## src/sv/motor_duty_ramp_watchdog_assert.svh

```systemverilog
// Assertion macros used by the motor duty controller back end.
`ifndef MOTOR_DUTY_RAMP_WATCHDOG_ASSERT_SVH
`define MOTOR_DUTY_RAMP_WATCHDOG_ASSERT_SVH
`ifndef SYNTHESIS
// Check a property on every clock edge outside reset.
`define MDRW_ASSERT(label, prop) \
   label: assert property (@(posedge clock) disable iff (reset) (prop)) \
      else $error("mdrw: assertion failed");
// Check that a condition in one cycle brings a consequence in the next.
`define MDRW_ASSERT_NEXT(label, ante, cons) \
   label: assert property (@(posedge clock) disable iff (reset) (ante) |=> (cons)) \
      else $error("mdrw: assertion failed");
`else
`define MDRW_ASSERT(label, prop)
`define MDRW_ASSERT_NEXT(label, ante, cons)
`endif
`endif

```

## src/sv/mdrw_pkg.sv

```systemverilog
// Types, constants and helper functions of the motor duty controller.
package mdrw_pkg;

   localparam int TIME_BITS = 32;
   localparam int LANES     = 2;
   localparam int CSR_IDX_W = 3;

   typedef logic [TIME_BITS-1:0] time_type;

   typedef enum logic [2:0] {
      OP_TICK, OP_HELLO, OP_SAFE, OP_STOP, OP_RUN, OP_TARGET, OP_HEARTBEAT, OP_READ
   } op_type;

   typedef enum logic [1:0] {MODE_STOP, MODE_SAFE, MODE_RUN} mode_type;

   typedef enum logic [1:0] {DIR_NONE, DIR_POS, DIR_NEG} dir_type;

   // Configuration register indexes
   localparam logic [CSR_IDX_W-1:0] CSR_MAX_DUTY         = 3'd0;
   localparam logic [CSR_IDX_W-1:0] CSR_RAMP_STEP        = 3'd1;
   localparam logic [CSR_IDX_W-1:0] CSR_WATCHDOG_MS      = 3'd2;
   localparam logic [CSR_IDX_W-1:0] CSR_RAMP_INTERVAL_MS = 3'd3;
   localparam logic [CSR_IDX_W-1:0] CSR_REVERSE_BRAKE_MS = 3'd4;

   // Channel field value that run expects (enable mask of channel 0)
   localparam logic [7:0] RUN_CHANNEL_MASK = 8'd1;
   localparam logic [1:0] ENABLE_RUN       = 2'b01;

   typedef struct packed {
      logic [14:0] max_duty;
      logic [14:0] ramp_step;
      logic [31:0] watchdog_ms;
      logic [31:0] ramp_interval_ms;
      logic [31:0] reverse_brake_ms;
   } cfg_type;

   localparam cfg_type CFG_RESET = '{
      max_duty:         15'd1000,
      ramp_step:        15'd10,
      watchdog_ms:      32'd500,
      ramp_interval_ms: 32'd10,
      reverse_brake_ms: 32'd100
   };

   // Classified command handed from the front end to the back end
   typedef struct packed {
      op_type             op;
      logic               plain_ok;
      logic               run_ok;
      logic               target_ok;
      logic signed [15:0] duty;
      time_type           now;
   } cmd_type;

   typedef struct packed {
      logic               accepted;
      logic signed [15:0] drive_a;
      logic signed [15:0] drive_b;
      mode_type           run_mode;
      logic               is_ready;
      logic               watchdog_expired;
   } rsp_type;

   // Command queue geometry
   localparam int CMDQ_DEPTH = 2;
   localparam int CMDQ_PTR_W = (CMDQ_DEPTH > 1) ? $clog2(CMDQ_DEPTH) : 1;
   localparam int CMDQ_CNT_W = $clog2(CMDQ_DEPTH + 1);
   typedef logic [CMDQ_PTR_W-1:0] cmdq_ptr_type;
   typedef logic [CMDQ_CNT_W-1:0] cmdq_cnt_type;
   localparam cmdq_ptr_type CMDQ_PTR_LAST = CMDQ_PTR_W'(CMDQ_DEPTH - 1);
   localparam cmdq_cnt_type CMDQ_FULL     = CMDQ_CNT_W'(CMDQ_DEPTH);

   // Result queue geometry
   localparam int RSPQ_DEPTH = 2;
   localparam int RSPQ_PTR_W = (RSPQ_DEPTH > 1) ? $clog2(RSPQ_DEPTH) : 1;
   localparam int RSPQ_CNT_W = $clog2(RSPQ_DEPTH + 1);
   typedef logic [RSPQ_PTR_W-1:0] rspq_ptr_type;
   typedef logic [RSPQ_CNT_W-1:0] rspq_cnt_type;
   localparam rspq_ptr_type RSPQ_PTR_LAST = RSPQ_PTR_W'(RSPQ_DEPTH - 1);
   localparam rspq_cnt_type RSPQ_FULL     = RSPQ_CNT_W'(RSPQ_DEPTH);

   // Wrapping time difference
   function automatic time_type elapsed(input time_type now, input time_type then);
      return now - then;
   endfunction

endpackage

```

## src/sv/mdrw_csr.sv

```systemverilog
// Configuration registers of the motor duty controller.
module mdrw_csr (
   input  logic                             clock,
   input  logic                             reset,
   input  logic                             csr_valid,
   output logic                             csr_ready,
   input  logic [mdrw_pkg::CSR_IDX_W-1:0]   csr_index,
   input  logic [31:0]                      csr_data,
   output mdrw_pkg::cfg_type                cfg
);

   mdrw_pkg::cfg_type cfg_ff, cfg_in;

   assign csr_ready = 1'b1;
   assign cfg       = cfg_ff;

   always_comb begin
      cfg_in = cfg_ff;
      if (csr_valid) begin
         unique case (csr_index)
            mdrw_pkg::CSR_MAX_DUTY:         cfg_in.max_duty         = csr_data[14:0];
            mdrw_pkg::CSR_RAMP_STEP:        cfg_in.ramp_step        = csr_data[14:0];
            mdrw_pkg::CSR_WATCHDOG_MS:      cfg_in.watchdog_ms      = csr_data;
            mdrw_pkg::CSR_RAMP_INTERVAL_MS: cfg_in.ramp_interval_ms = csr_data;
            mdrw_pkg::CSR_REVERSE_BRAKE_MS: cfg_in.reverse_brake_ms = csr_data;
            default: ;
         endcase
      end
   end

   always_ff @(posedge clock) begin
      if (reset) begin
         cfg_ff <= mdrw_pkg::CFG_RESET;
      end else begin
         cfg_ff <= cfg_in;
      end
   end

endmodule

```

## src/sv/mdrw_front.sv

```systemverilog
// Front end: decode and check the argument fields of an incoming command.
module mdrw_front (
   input  logic [2:0]           req_operation,
   input  logic [7:0]           req_channel,
   input  logic signed [15:0]   req_duty,
   input  logic [31:0]          req_now_ms,
   input  logic [14:0]          max_duty,
   output mdrw_pkg::cmd_type    cmd
);

   logic        duty_zero;
   logic        chan_zero;
   logic [15:0] duty_mag;

   assign duty_zero = (req_duty == 16'sd0);
   assign chan_zero = (req_channel == 8'd0);
   // most negative duty maps to 0x8000 and so never passes the limit
   assign duty_mag  = req_duty[15] ? 16'(-req_duty) : 16'(req_duty);

   always_comb begin
      cmd.op        = mdrw_pkg::op_type'(req_operation);
      cmd.plain_ok  = chan_zero && duty_zero;
      cmd.run_ok    = (req_channel == mdrw_pkg::RUN_CHANNEL_MASK) && duty_zero;
      cmd.target_ok = chan_zero && (duty_mag <= {1'b0, max_duty});
      cmd.duty      = req_duty;
      cmd.now       = req_now_ms[mdrw_pkg::TIME_BITS-1:0];
   end

endmodule

```

## src/sv/mdrw_cmd_queue.sv

```systemverilog
// Short queue of classified commands between the front and back ends.
module mdrw_cmd_queue (
   input  logic                 clock,
   input  logic                 reset,
   input  logic                 push,
   output logic                 full,
   input  mdrw_pkg::cmd_type    din,
   input  logic                 pop,
   output logic                 empty,
   output mdrw_pkg::cmd_type    dout
);

   mdrw_pkg::cmd_type     entry_ff [mdrw_pkg::CMDQ_DEPTH];
   mdrw_pkg::cmdq_ptr_type wr_ptr_ff, wr_ptr_in;
   mdrw_pkg::cmdq_ptr_type rd_ptr_ff, rd_ptr_in;
   mdrw_pkg::cmdq_cnt_type count_ff, count_in;
   logic push_fire, pop_fire;

   assign full      = (count_ff == mdrw_pkg::CMDQ_FULL);
   assign empty     = (count_ff == '0);
   assign dout      = entry_ff[rd_ptr_ff];
   assign push_fire = push && !full;
   assign pop_fire  = pop && !empty;

   always_comb begin
      wr_ptr_in = wr_ptr_ff;
      rd_ptr_in = rd_ptr_ff;
      count_in  = count_ff;
      if (push_fire) begin
         wr_ptr_in = (wr_ptr_ff == mdrw_pkg::CMDQ_PTR_LAST) ? '0 : wr_ptr_ff + 1'b1;
      end
      if (pop_fire) begin
         rd_ptr_in = (rd_ptr_ff == mdrw_pkg::CMDQ_PTR_LAST) ? '0 : rd_ptr_ff + 1'b1;
      end
      priority if (push_fire && !pop_fire) begin
         count_in = count_ff + 1'b1;
      end else if (pop_fire && !push_fire) begin
         count_in = count_ff - 1'b1;
      end else begin
         count_in = count_ff;
      end
   end

   always_ff @(posedge clock) begin
      if (reset) begin
         wr_ptr_ff <= '0;
         rd_ptr_ff <= '0;
         count_ff  <= '0;
      end else begin
         wr_ptr_ff <= wr_ptr_in;
         rd_ptr_ff <= rd_ptr_in;
         count_ff  <= count_in;
      end
   end

   always_ff @(posedge clock) begin
      if (push_fire) begin
         entry_ff[wr_ptr_ff] <= din;
      end
   end

endmodule

```

## src/sv/mdrw_back.sv

```systemverilog
// Back end: tick (watchdog, ramp, brake), command execution and result queue.
`include "motor_duty_ramp_watchdog_assert.svh"
module mdrw_back (
   input  logic                 clock,
   input  logic                 reset,
   input  mdrw_pkg::cfg_type    cfg,
   input  mdrw_pkg::cmd_type    cmd,
   input  logic                 cmd_valid,
   output logic                 cmd_pop,
   input  logic                 rsp_pop,
   output logic                 rsp_empty,
   output mdrw_pkg::rsp_type    rsp
);

   // controller state
   mdrw_pkg::mode_type   mode_ff, mode_in;
   logic                 ready_ff, ready_in;
   logic                 expired_ff, expired_in;
   logic [1:0]           enable_ff, enable_in;
   logic [1:0]           configured_ff, configured_in;
   logic signed [15:0]   target_ff [mdrw_pkg::LANES];
   logic signed [15:0]   target_in [mdrw_pkg::LANES];
   logic signed [15:0]   output_ff [mdrw_pkg::LANES];
   logic signed [15:0]   output_in [mdrw_pkg::LANES];
   mdrw_pkg::dir_type    dir_ff [mdrw_pkg::LANES];
   mdrw_pkg::dir_type    dir_in [mdrw_pkg::LANES];
   mdrw_pkg::time_type   zero_time_ff [mdrw_pkg::LANES];
   mdrw_pkg::time_type   zero_time_in [mdrw_pkg::LANES];
   mdrw_pkg::time_type   contact_ff, contact_in;
   mdrw_pkg::time_type   step_ff, step_in;

   // after the watchdog check
   logic                 wd_fire;
   mdrw_pkg::mode_type   mode_tk;
   logic                 ready_tk, expired_tk;
   logic [1:0]           enable_tk, configured_tk;
   logic signed [15:0]   target_tk [mdrw_pkg::LANES];
   logic signed [15:0]   output_tk [mdrw_pkg::LANES];
   mdrw_pkg::time_type   zero_time_tk [mdrw_pkg::LANES];

   // after the ramp step
   logic                 ramp_due;
   logic signed [16:0]   step_s;
   logic signed [16:0]   wanted_w [mdrw_pkg::LANES];
   logic signed [16:0]   cur_w [mdrw_pkg::LANES];
   logic signed [16:0]   up_w [mdrw_pkg::LANES];
   logic signed [16:0]   dn_w [mdrw_pkg::LANES];
   logic signed [16:0]   nxt_w [mdrw_pkg::LANES];
   mdrw_pkg::dir_type    want_dir [mdrw_pkg::LANES];
   logic signed [15:0]   output_rp [mdrw_pkg::LANES];
   mdrw_pkg::dir_type    dir_rp [mdrw_pkg::LANES];
   mdrw_pkg::time_type   zero_time_rp [mdrw_pkg::LANES];
   mdrw_pkg::time_type   step_rp;

   logic                 exec;
   logic                 accept;

   // result queue
   mdrw_pkg::rsp_type      rq_ff [mdrw_pkg::RSPQ_DEPTH];
   mdrw_pkg::rsp_type      rq_din;
   mdrw_pkg::rspq_ptr_type rq_wr_ff, rq_wr_in;
   mdrw_pkg::rspq_ptr_type rq_rd_ff, rq_rd_in;
   mdrw_pkg::rspq_cnt_type rq_count_ff, rq_count_in;
   logic                   rq_pop_fire;

   assign rsp_empty   = (rq_count_ff == '0);
   assign rsp         = rq_ff[rq_rd_ff];
   assign rq_pop_fire = rsp_pop && !rsp_empty;
   assign exec        = cmd_valid && ((rq_count_ff != mdrw_pkg::RSPQ_FULL) || rq_pop_fire);
   assign cmd_pop     = exec;
   assign step_s      = $signed({2'b00, cfg.ramp_step});

   // watchdog: contact lapsed in run mode forces stop
   always_comb begin
      wd_fire = (mode_ff == mdrw_pkg::MODE_RUN) &&
                (32'(mdrw_pkg::elapsed(cmd.now, contact_ff)) > cfg.watchdog_ms);
      mode_tk       = mode_ff;
      ready_tk      = ready_ff;
      expired_tk    = expired_ff;
      enable_tk     = enable_ff;
      configured_tk = configured_ff;
      for (int i = 0; i < mdrw_pkg::LANES; i++) begin
         target_tk[i]    = target_ff[i];
         output_tk[i]    = output_ff[i];
         zero_time_tk[i] = zero_time_ff[i];
      end
      if (wd_fire) begin
         mode_tk       = mdrw_pkg::MODE_STOP;
         ready_tk      = 1'b0;
         expired_tk    = 1'b1;
         enable_tk     = '0;
         configured_tk = '0;
         for (int i = 0; i < mdrw_pkg::LANES; i++) begin
            target_tk[i]    = 16'sd0;
            output_tk[i]    = 16'sd0;
            zero_time_tk[i] = cmd.now;
         end
      end
      ramp_due = 32'(mdrw_pkg::elapsed(cmd.now, step_ff)) >= cfg.ramp_interval_ms;
      step_rp  = ramp_due ? cmd.now : step_ff;
   end

   // ramp each lane toward its wanted duty, holding at zero before a reversal
   always_comb begin
      for (int i = 0; i < mdrw_pkg::LANES; i++) begin
         wanted_w[i] = (mode_tk == mdrw_pkg::MODE_RUN && enable_tk[i]) ?
                       {target_tk[i][15], target_tk[i]} : 17'sd0;
         want_dir[i] = (wanted_w[i] > 17'sd0) ? mdrw_pkg::DIR_POS :
                       ((wanted_w[i] < 17'sd0) ? mdrw_pkg::DIR_NEG : mdrw_pkg::DIR_NONE);
         if (want_dir[i] != mdrw_pkg::DIR_NONE && dir_ff[i] != mdrw_pkg::DIR_NONE &&
             want_dir[i] != dir_ff[i]) begin
            if (output_tk[i] != 16'sd0 ||
                32'(mdrw_pkg::elapsed(cmd.now, zero_time_tk[i])) < cfg.reverse_brake_ms) begin
               wanted_w[i] = 17'sd0;
            end
         end
         cur_w[i] = {output_tk[i][15], output_tk[i]};
         up_w[i]  = cur_w[i] + step_s;
         dn_w[i]  = cur_w[i] - step_s;
         nxt_w[i] = cur_w[i];
         if (cur_w[i] < wanted_w[i]) begin
            nxt_w[i] = (up_w[i] > wanted_w[i]) ? wanted_w[i] : up_w[i];
         end else if (cur_w[i] > wanted_w[i]) begin
            nxt_w[i] = (dn_w[i] < wanted_w[i]) ? wanted_w[i] : dn_w[i];
         end
         output_rp[i]    = output_tk[i];
         dir_rp[i]       = dir_ff[i];
         zero_time_rp[i] = zero_time_tk[i];
         if (ramp_due) begin
            output_rp[i] = nxt_w[i][15:0];
            if (nxt_w[i] != 17'sd0) begin
               dir_rp[i] = (nxt_w[i] > 17'sd0) ? mdrw_pkg::DIR_POS : mdrw_pkg::DIR_NEG;
            end
            if (cur_w[i] != 17'sd0 && nxt_w[i] == 17'sd0) begin
               zero_time_rp[i] = cmd.now;
            end
            if (mode_tk != mdrw_pkg::MODE_RUN) begin
               zero_time_rp[i] = cmd.now;
            end
         end
      end
   end

   // apply the command on top of the ticked state
   always_comb begin
      accept        = 1'b0;
      mode_in       = mode_tk;
      ready_in      = ready_tk;
      expired_in    = expired_tk;
      enable_in     = enable_tk;
      configured_in = configured_tk;
      contact_in    = contact_ff;
      step_in       = step_rp;
      for (int i = 0; i < mdrw_pkg::LANES; i++) begin
         target_in[i]    = target_tk[i];
         output_in[i]    = output_rp[i];
         dir_in[i]       = dir_rp[i];
         zero_time_in[i] = zero_time_rp[i];
      end
      unique case (cmd.op)
         mdrw_pkg::OP_TICK: begin
            accept = 1'b1;
         end
         mdrw_pkg::OP_HELLO: begin
            if (cmd.plain_ok) begin
               accept   = 1'b1;
               ready_in = 1'b1;
            end
         end
         mdrw_pkg::OP_SAFE, mdrw_pkg::OP_STOP: begin
            if (cmd.plain_ok) begin
               accept        = 1'b1;
               mode_in       = (cmd.op == mdrw_pkg::OP_SAFE) ?
                               mdrw_pkg::MODE_SAFE : mdrw_pkg::MODE_STOP;
               enable_in     = '0;
               configured_in = '0;
               for (int i = 0; i < mdrw_pkg::LANES; i++) begin
                  target_in[i]    = 16'sd0;
                  output_in[i]    = 16'sd0;
                  zero_time_in[i] = cmd.now;
               end
            end
         end
         mdrw_pkg::OP_RUN: begin
            if (cmd.run_ok && ready_tk && configured_tk[0]) begin
               accept     = 1'b1;
               enable_in  = mdrw_pkg::ENABLE_RUN;
               mode_in    = mdrw_pkg::MODE_RUN;
               expired_in = 1'b0;
               contact_in = cmd.now;
               step_in    = cmd.now;
            end
         end
         mdrw_pkg::OP_TARGET: begin
            if (cmd.target_ok) begin
               accept           = 1'b1;
               target_in[0]     = cmd.duty;
               configured_in[0] = 1'b1;
               contact_in       = cmd.now;
            end
         end
         mdrw_pkg::OP_HEARTBEAT: begin
            if (cmd.plain_ok) begin
               accept     = 1'b1;
               contact_in = cmd.now;
            end
         end
         mdrw_pkg::OP_READ: begin
            accept = cmd.plain_ok;
         end
      endcase
      rq_din.accepted         = accept;
      rq_din.drive_a          = output_in[0];
      rq_din.drive_b          = output_in[1];
      rq_din.run_mode         = mode_in;
      rq_din.is_ready         = ready_in;
      rq_din.watchdog_expired = expired_in;
   end

   always_ff @(posedge clock) begin
      if (reset) begin
         mode_ff       <= mdrw_pkg::MODE_STOP;
         ready_ff      <= 1'b0;
         expired_ff    <= 1'b0;
         enable_ff     <= '0;
         configured_ff <= '0;
         contact_ff    <= '0;
         step_ff       <= '0;
         for (int i = 0; i < mdrw_pkg::LANES; i++) begin
            target_ff[i]    <= 16'sd0;
            output_ff[i]    <= 16'sd0;
            dir_ff[i]       <= mdrw_pkg::DIR_NONE;
            zero_time_ff[i] <= '0;
         end
      end else if (exec) begin
         mode_ff       <= mode_in;
         ready_ff      <= ready_in;
         expired_ff    <= expired_in;
         enable_ff     <= enable_in;
         configured_ff <= configured_in;
         contact_ff    <= contact_in;
         step_ff       <= step_in;
         for (int i = 0; i < mdrw_pkg::LANES; i++) begin
            target_ff[i]    <= target_in[i];
            output_ff[i]    <= output_in[i];
            dir_ff[i]       <= dir_in[i];
            zero_time_ff[i] <= zero_time_in[i];
         end
      end
   end

   // result queue pointers
   always_comb begin
      rq_wr_in = rq_wr_ff;
      rq_rd_in = rq_rd_ff;
      if (exec) begin
         rq_wr_in = (rq_wr_ff == mdrw_pkg::RSPQ_PTR_LAST) ? '0 : rq_wr_ff + 1'b1;
      end
      if (rq_pop_fire) begin
         rq_rd_in = (rq_rd_ff == mdrw_pkg::RSPQ_PTR_LAST) ? '0 : rq_rd_ff + 1'b1;
      end
      priority if (exec && !rq_pop_fire) begin
         rq_count_in = rq_count_ff + 1'b1;
      end else if (rq_pop_fire && !exec) begin
         rq_count_in = rq_count_ff - 1'b1;
      end else begin
         rq_count_in = rq_count_ff;
      end
   end

   always_ff @(posedge clock) begin
      if (reset) begin
         rq_wr_ff    <= '0;
         rq_rd_ff    <= '0;
         rq_count_ff <= '0;
      end else begin
         rq_wr_ff    <= rq_wr_in;
         rq_rd_ff    <= rq_rd_in;
         rq_count_ff <= rq_count_in;
      end
   end

   always_ff @(posedge clock) begin
      if (exec) begin
         rq_ff[rq_wr_ff] <= rq_din;
      end
   end

   `MDRW_ASSERT(a_chan1_never_driven, output_ff[1] == 16'sd0)
   `MDRW_ASSERT(a_expired_not_run, expired_ff |-> (mode_ff != mdrw_pkg::MODE_RUN))
   `MDRW_ASSERT(a_run_is_armed, (mode_ff == mdrw_pkg::MODE_RUN) |-> (configured_ff[0] && enable_ff == mdrw_pkg::ENABLE_RUN))
   `MDRW_ASSERT_NEXT(a_target_configures, exec && cmd.op == mdrw_pkg::OP_TARGET && cmd.target_ok, configured_ff[0])

endmodule

```

## src/sv/motor_duty_ramp_watchdog.sv

```systemverilog
// Top level of the two-channel motor duty controller with ramp and watchdog.
// A command is registered in the command queue, then executed by the back end, whose result
// is registered in the result queue and driven on the rsp_ ports from its head.
// Throughput: one item per cycle while the result queue has room or is popped; the execute
// stage updates all state together, so back-to-back items see each other's effects.
// Reset (synchronous, active high) restores the register defaults, stop mode and empty queues.
module motor_duty_ramp_watchdog (
   input  logic                            clock,
   input  logic                            reset,

   // command channel
   input  logic                            push,
   output logic                            full,
   input  logic [2:0]                      req_operation,
   input  logic [7:0]                      req_channel,
   input  logic signed [15:0]              req_duty,
   input  logic [31:0]                     req_now_ms,

   // result channel
   output logic                            empty,
   input  logic                            pop,
   output logic                            rsp_accepted,
   output logic signed [15:0]              rsp_drive_a,
   output logic signed [15:0]              rsp_drive_b,
   output logic [1:0]                      rsp_run_mode,
   output logic                            rsp_is_ready,
   output logic                            rsp_watchdog_expired,

   // configuration write channel
   input  logic                            csr_valid,
   output logic                            csr_ready,
   input  logic [mdrw_pkg::CSR_IDX_W-1:0]  csr_index,
   input  logic [31:0]                     csr_data
);

   mdrw_pkg::cfg_type cfg;
   mdrw_pkg::cmd_type cmd_front;
   mdrw_pkg::cmd_type cmd_back;
   mdrw_pkg::rsp_type rsp;
   logic              cmdq_empty;
   logic              cmdq_pop;

   // Register file, always ready; the source must write it only while no command is in flight (not enforced here).
   mdrw_csr u_csr (
      .clock     (clock),
      .reset     (reset),
      .csr_valid (csr_valid),
      .csr_ready (csr_ready),
      .csr_index (csr_index),
      .csr_data  (csr_data),
      .cfg       (cfg)
   );

   // Front end: classify the argument fields so the back end only checks state.
   mdrw_front u_front (
      .req_operation (req_operation),
      .req_channel   (req_channel),
      .req_duty      (req_duty),
      .req_now_ms    (req_now_ms),
      .max_duty      (cfg.max_duty),
      .cmd           (cmd_front)
   );

   // Decouple front from back; full once two commands wait on a stalled back end.
   mdrw_cmd_queue u_cmd_queue (
      .clock (clock),
      .reset (reset),
      .push  (push),
      .full  (full),
      .din   (cmd_front),
      .pop   (cmdq_pop),
      .empty (cmdq_empty),
      .dout  (cmd_back)
   );

   // Back end: tick, execute, and hold results until the consumer takes them.
   mdrw_back u_back (
      .clock     (clock),
      .reset     (reset),
      .cfg       (cfg),
      .cmd       (cmd_back),
      .cmd_valid (!cmdq_empty),
      .cmd_pop   (cmdq_pop),
      .rsp_pop   (pop),
      .rsp_empty (empty),
      .rsp       (rsp)
   );

   // Drive the result ports from the head of the result queue.
   assign rsp_accepted         = rsp.accepted;
   assign rsp_drive_a          = rsp.drive_a;
   assign rsp_drive_b          = rsp.drive_b;
   assign rsp_run_mode         = rsp.run_mode;
   assign rsp_is_ready         = rsp.is_ready;
   assign rsp_watchdog_expired = rsp.watchdog_expired;

endmodule
```

## config.mk

```make
export PLATFORM = sky130hd
export DESIGN_NAME = motor_duty_ramp_watchdog
export DESIGN_NICKNAME = d
export VERILOG_FILES = /design/src/sv/mdrw_pkg.sv /design/src/sv/mdrw_csr.sv /design/src/sv/mdrw_front.sv /design/src/sv/mdrw_cmd_queue.sv /design/src/sv/mdrw_back.sv /design/src/sv/motor_duty_ramp_watchdog.sv
export VERILOG_INCLUDE_DIRS = /design/src /design/src/sv
export SDC_FILE = /design/constraint.sdc
export NUM_CORES = 2
export LEC_CHECK = 0
export BUFFER_PORTS_ARGS = -buffer_cell sky130_fd_sc_hd__buf_4
export CAP_MARGIN = 0
export CORE_MARGIN = 4
export CORE_UTILIZATION = 29
export DETAILED_ROUTE_END_ITERATION = 8
export PLACE_DENSITY = 0.45
export RECOVER_POWER = 50
export SLEW_MARGIN = 10
export SYNTH_ARGS = -nofsm -noshare
export SYNTH_HDL_FRONTEND = slang
export SYNTH_SLANG_ARGS = --single-unit
```

## constraint.sdc

```tcl
create_clock -name clock -period 26 [get_ports clock]
set_clock_uncertainty 0.15 [all_clocks]
set_input_delay 2.6 -clock clock [delete_from_list [all_inputs] [get_ports clock]]
set_output_delay 2.6 -clock clock [all_outputs]
set_load 0.05 [all_outputs]
```

==> qor.csv <==
metric,value,unit
status,finished with violations,
failed_checks,"max-capacitance violations, max-slew violations",
min_period_over_period,75.91,%
grt_pass1_wl,184.0,mm
path_max_fanout,62,
fin_nets,4732,
htreeDepth,3,
startpoint_type,register,
synth_xor_xnor_area_share,4.323,%
clk_root_buffer_cell,clkbuf_16,
drcViolationCount,0,
totalWireLength,123.3,mm
rsz0062_at_grt,false,
critPathMostFrequentCell,o21ai_0,
grt_max_degree,83,
yosysWarnings,0,
synthMuxAreaShare,4.987,%
clock_sinks,521,
coreArea,126400,sq um
ys_seq_area_share,36.61,%
finalSetupViolCount,0,
synth-seq-cells,521,
diodes,0,
insertion_delay,0.66,ns
synth_area_leaders,"edfxtp_1 (25%), ha_1 (14%), dfxtp_1 (11%)",
nFillCells,13199,
io_buffers,137,
async_flop_share,0,%
crit_slowest_cell,dfxtp_4,
drt_iter0_markers,1944,
synth_top_cell_by_area,edfxtp_1,
viasPerCell,5.091,
max_clock_freq,0.05067,GHz
hold_violations,0,
mostFrequentLayoutCells,"nand2_1 (462), ha_1 (427), nor2_1 (363)",
grt_usage,18.12,%
synth_compound_area_share,16.96,%
grt_remaining_overflow,0,
ios,139,
worst_slew_pin_slew,4.131,ns
max_cap_viol_count,8,
worstPathArrival,19.99,ns
synth_simple_gate_area_share,17.14,%
ys_types,90,
syn-cell-area,37080,sq um
wl_per_cell,20.92,um
place.gp.congestion,0.9183,
setup_tns,0,ns
clock_path_buffers,3,
antenna_found_initial,2,
die_area,133600,sq um
critPathMaxStageDelay,0.84,ns
slew_headroom,-175.4,%
initial_utilization,29.34,%
row_count,130,
grt_pass1_vias,28873,
synth_edf_count,314,
fp.dieW,365.6,um
end_kind,register,
fin_crit,19.74,ns
path_clk_slew,0.06,ns
yosysTopAreaCellShare,25.43,%
hpwl,93.36,mm
drive_above_1_share,9.466,%
slew_viol_final,404,
critPathRequiredTime,26.26,ns
layout_commonest_cell,nand2_1,
postRouteAntennaNets,0,
synthesis.nets,4660,
synth_fa_ha_area_share,14.84,%
cts_hold_buf,0,
post_cts_resized,0,
min-delay-start,u_csr.cfg[60],
tritoncts,done,
hp-class,register to register,
die_h,365.6,um
crit_type,register to register,
synth_top_family_by_area,simple AND/OR/NAND/NOR gates,
post_cts.repair.setup_buffers,0,
dr.pass1.iters,5,
cts-buffers-inserted,66,
ys.flop_type,edfxtp_1,
synth_area_per_cell,8.987,sq um
vias,30023,
areaGrowthSynthToFinish,13.01,%
synthCells,4126,
==> layer usage <==
| layer | share of wire, % | track usage (%) |
|---|---|---|
| met5 | 0 | 0 |
| met1 | 49 | 25.41 |
| met4 | 1.9 | 3.884 |
| met3 | 3.8 | 2.428 |
| met2 | 46 | 29.74 |
==> cell usage after synthesis (all sizes together), types with 70 or more instances <==
cell,count
nand2,462
ha,427
xnor2,141
dfxtp,207
and3,76
o21ai,171
edfxtp,314
inv,327
nor2,368
a211oi,105
a21oi,309
a21o,70
clkbuf,146
mux2,100
and2,76
==> path summary, 6_finish.rpt <==
check | slack, ns | endpoint | depth (start not counted)
worst max-delay path | 6.26 | u_back.zero_time_ff[0][0] | 71
worst min-delay path | 0.30 | u_csr.cfg[60] | 2
worst max register to register | 6.26 | u_back.zero_time_ff[0][0] | 71
worst min register to register | 0.30 | u_csr.cfg[60] | 2
==> logic make-up after synthesis <==
logic type / count (synthesis)
AO/OA/AOI/OAI: 973
XOR/XNOR: 183
adder cells (fa/ha/maj): 435
buffers and inverters: 495
flip-flops: 521
multiplexers: 161
other: 1
AND/OR/NAND/NOR: 1357
==> critical path, delay by kind of cell, from the launching register on <==
| kind | cells | cell delay, ns |
|---|---|---|
| buf+inv | 2 | 0.99 |
| flops | 1 | 0.84 |
| compound gates | 40 | 9.89 |
| xor+xnor | 1 | 0.08 |
| mux | 2 | 0.55 |
| simple gates | 21 | 5.22 |
| fa+ha+maj | 5 | 1.66 |
==> sequential cells by signal, summed over array words and instances, names as in the netlist, 2 cells and up, named ones only <==
signal                flops
u_back.target_ff         32
u_back.step_ff           32
u_back.contact_ff        32
u_back.rq_count_ff        2
u_cmd_queue.entry_ff    108
u_back.enable_ff          2
u_back.dir_ff             4
u_back.output_ff         32
u_csr.cfg               126
u_back.mode_ff            2
u_back.zero_time_ff      64
u_cmd_queue.count_ff      2
u_back.rq_ff             74
==> through the flow <==
stage	cell area (sq um)	cells	setup WS, ns	hold WS [ns]	util [%]
global placement	39900	5780	6.542	0.2922	31.57
detailed placement	39900	5780	6.381	0.2970	31.57
floorplan	37080	4126	9.289	0.2863	-
finish	41900	5897	6.264	0.3032	33.16
global route	41900	5897	4.659	0.3213	33.16
CTS	42060	5897	6.286	0.3050	33.28
==> cell type report <==
cell class | instances | area, sq um | share of cell area, %
Clock buffer | 88 | 1922 | 4.586
Clock inverter | 29 | 236.5 | 0.5643
Inverter | 328 | 1231 | 2.938
Multi-Input combinational cell | 3110 | 21720 | 51.84
Sequential cell | 521 | 13580 | 32.40
Tap cell | 1650 | 2064 | 4.927
Timing Repair Buffer | 171 | 1149 | 2.741
Power is left out: the tool's default activity adds up to more than one toggle a clock period on the data nets, which glitch-free logic cannot reach.
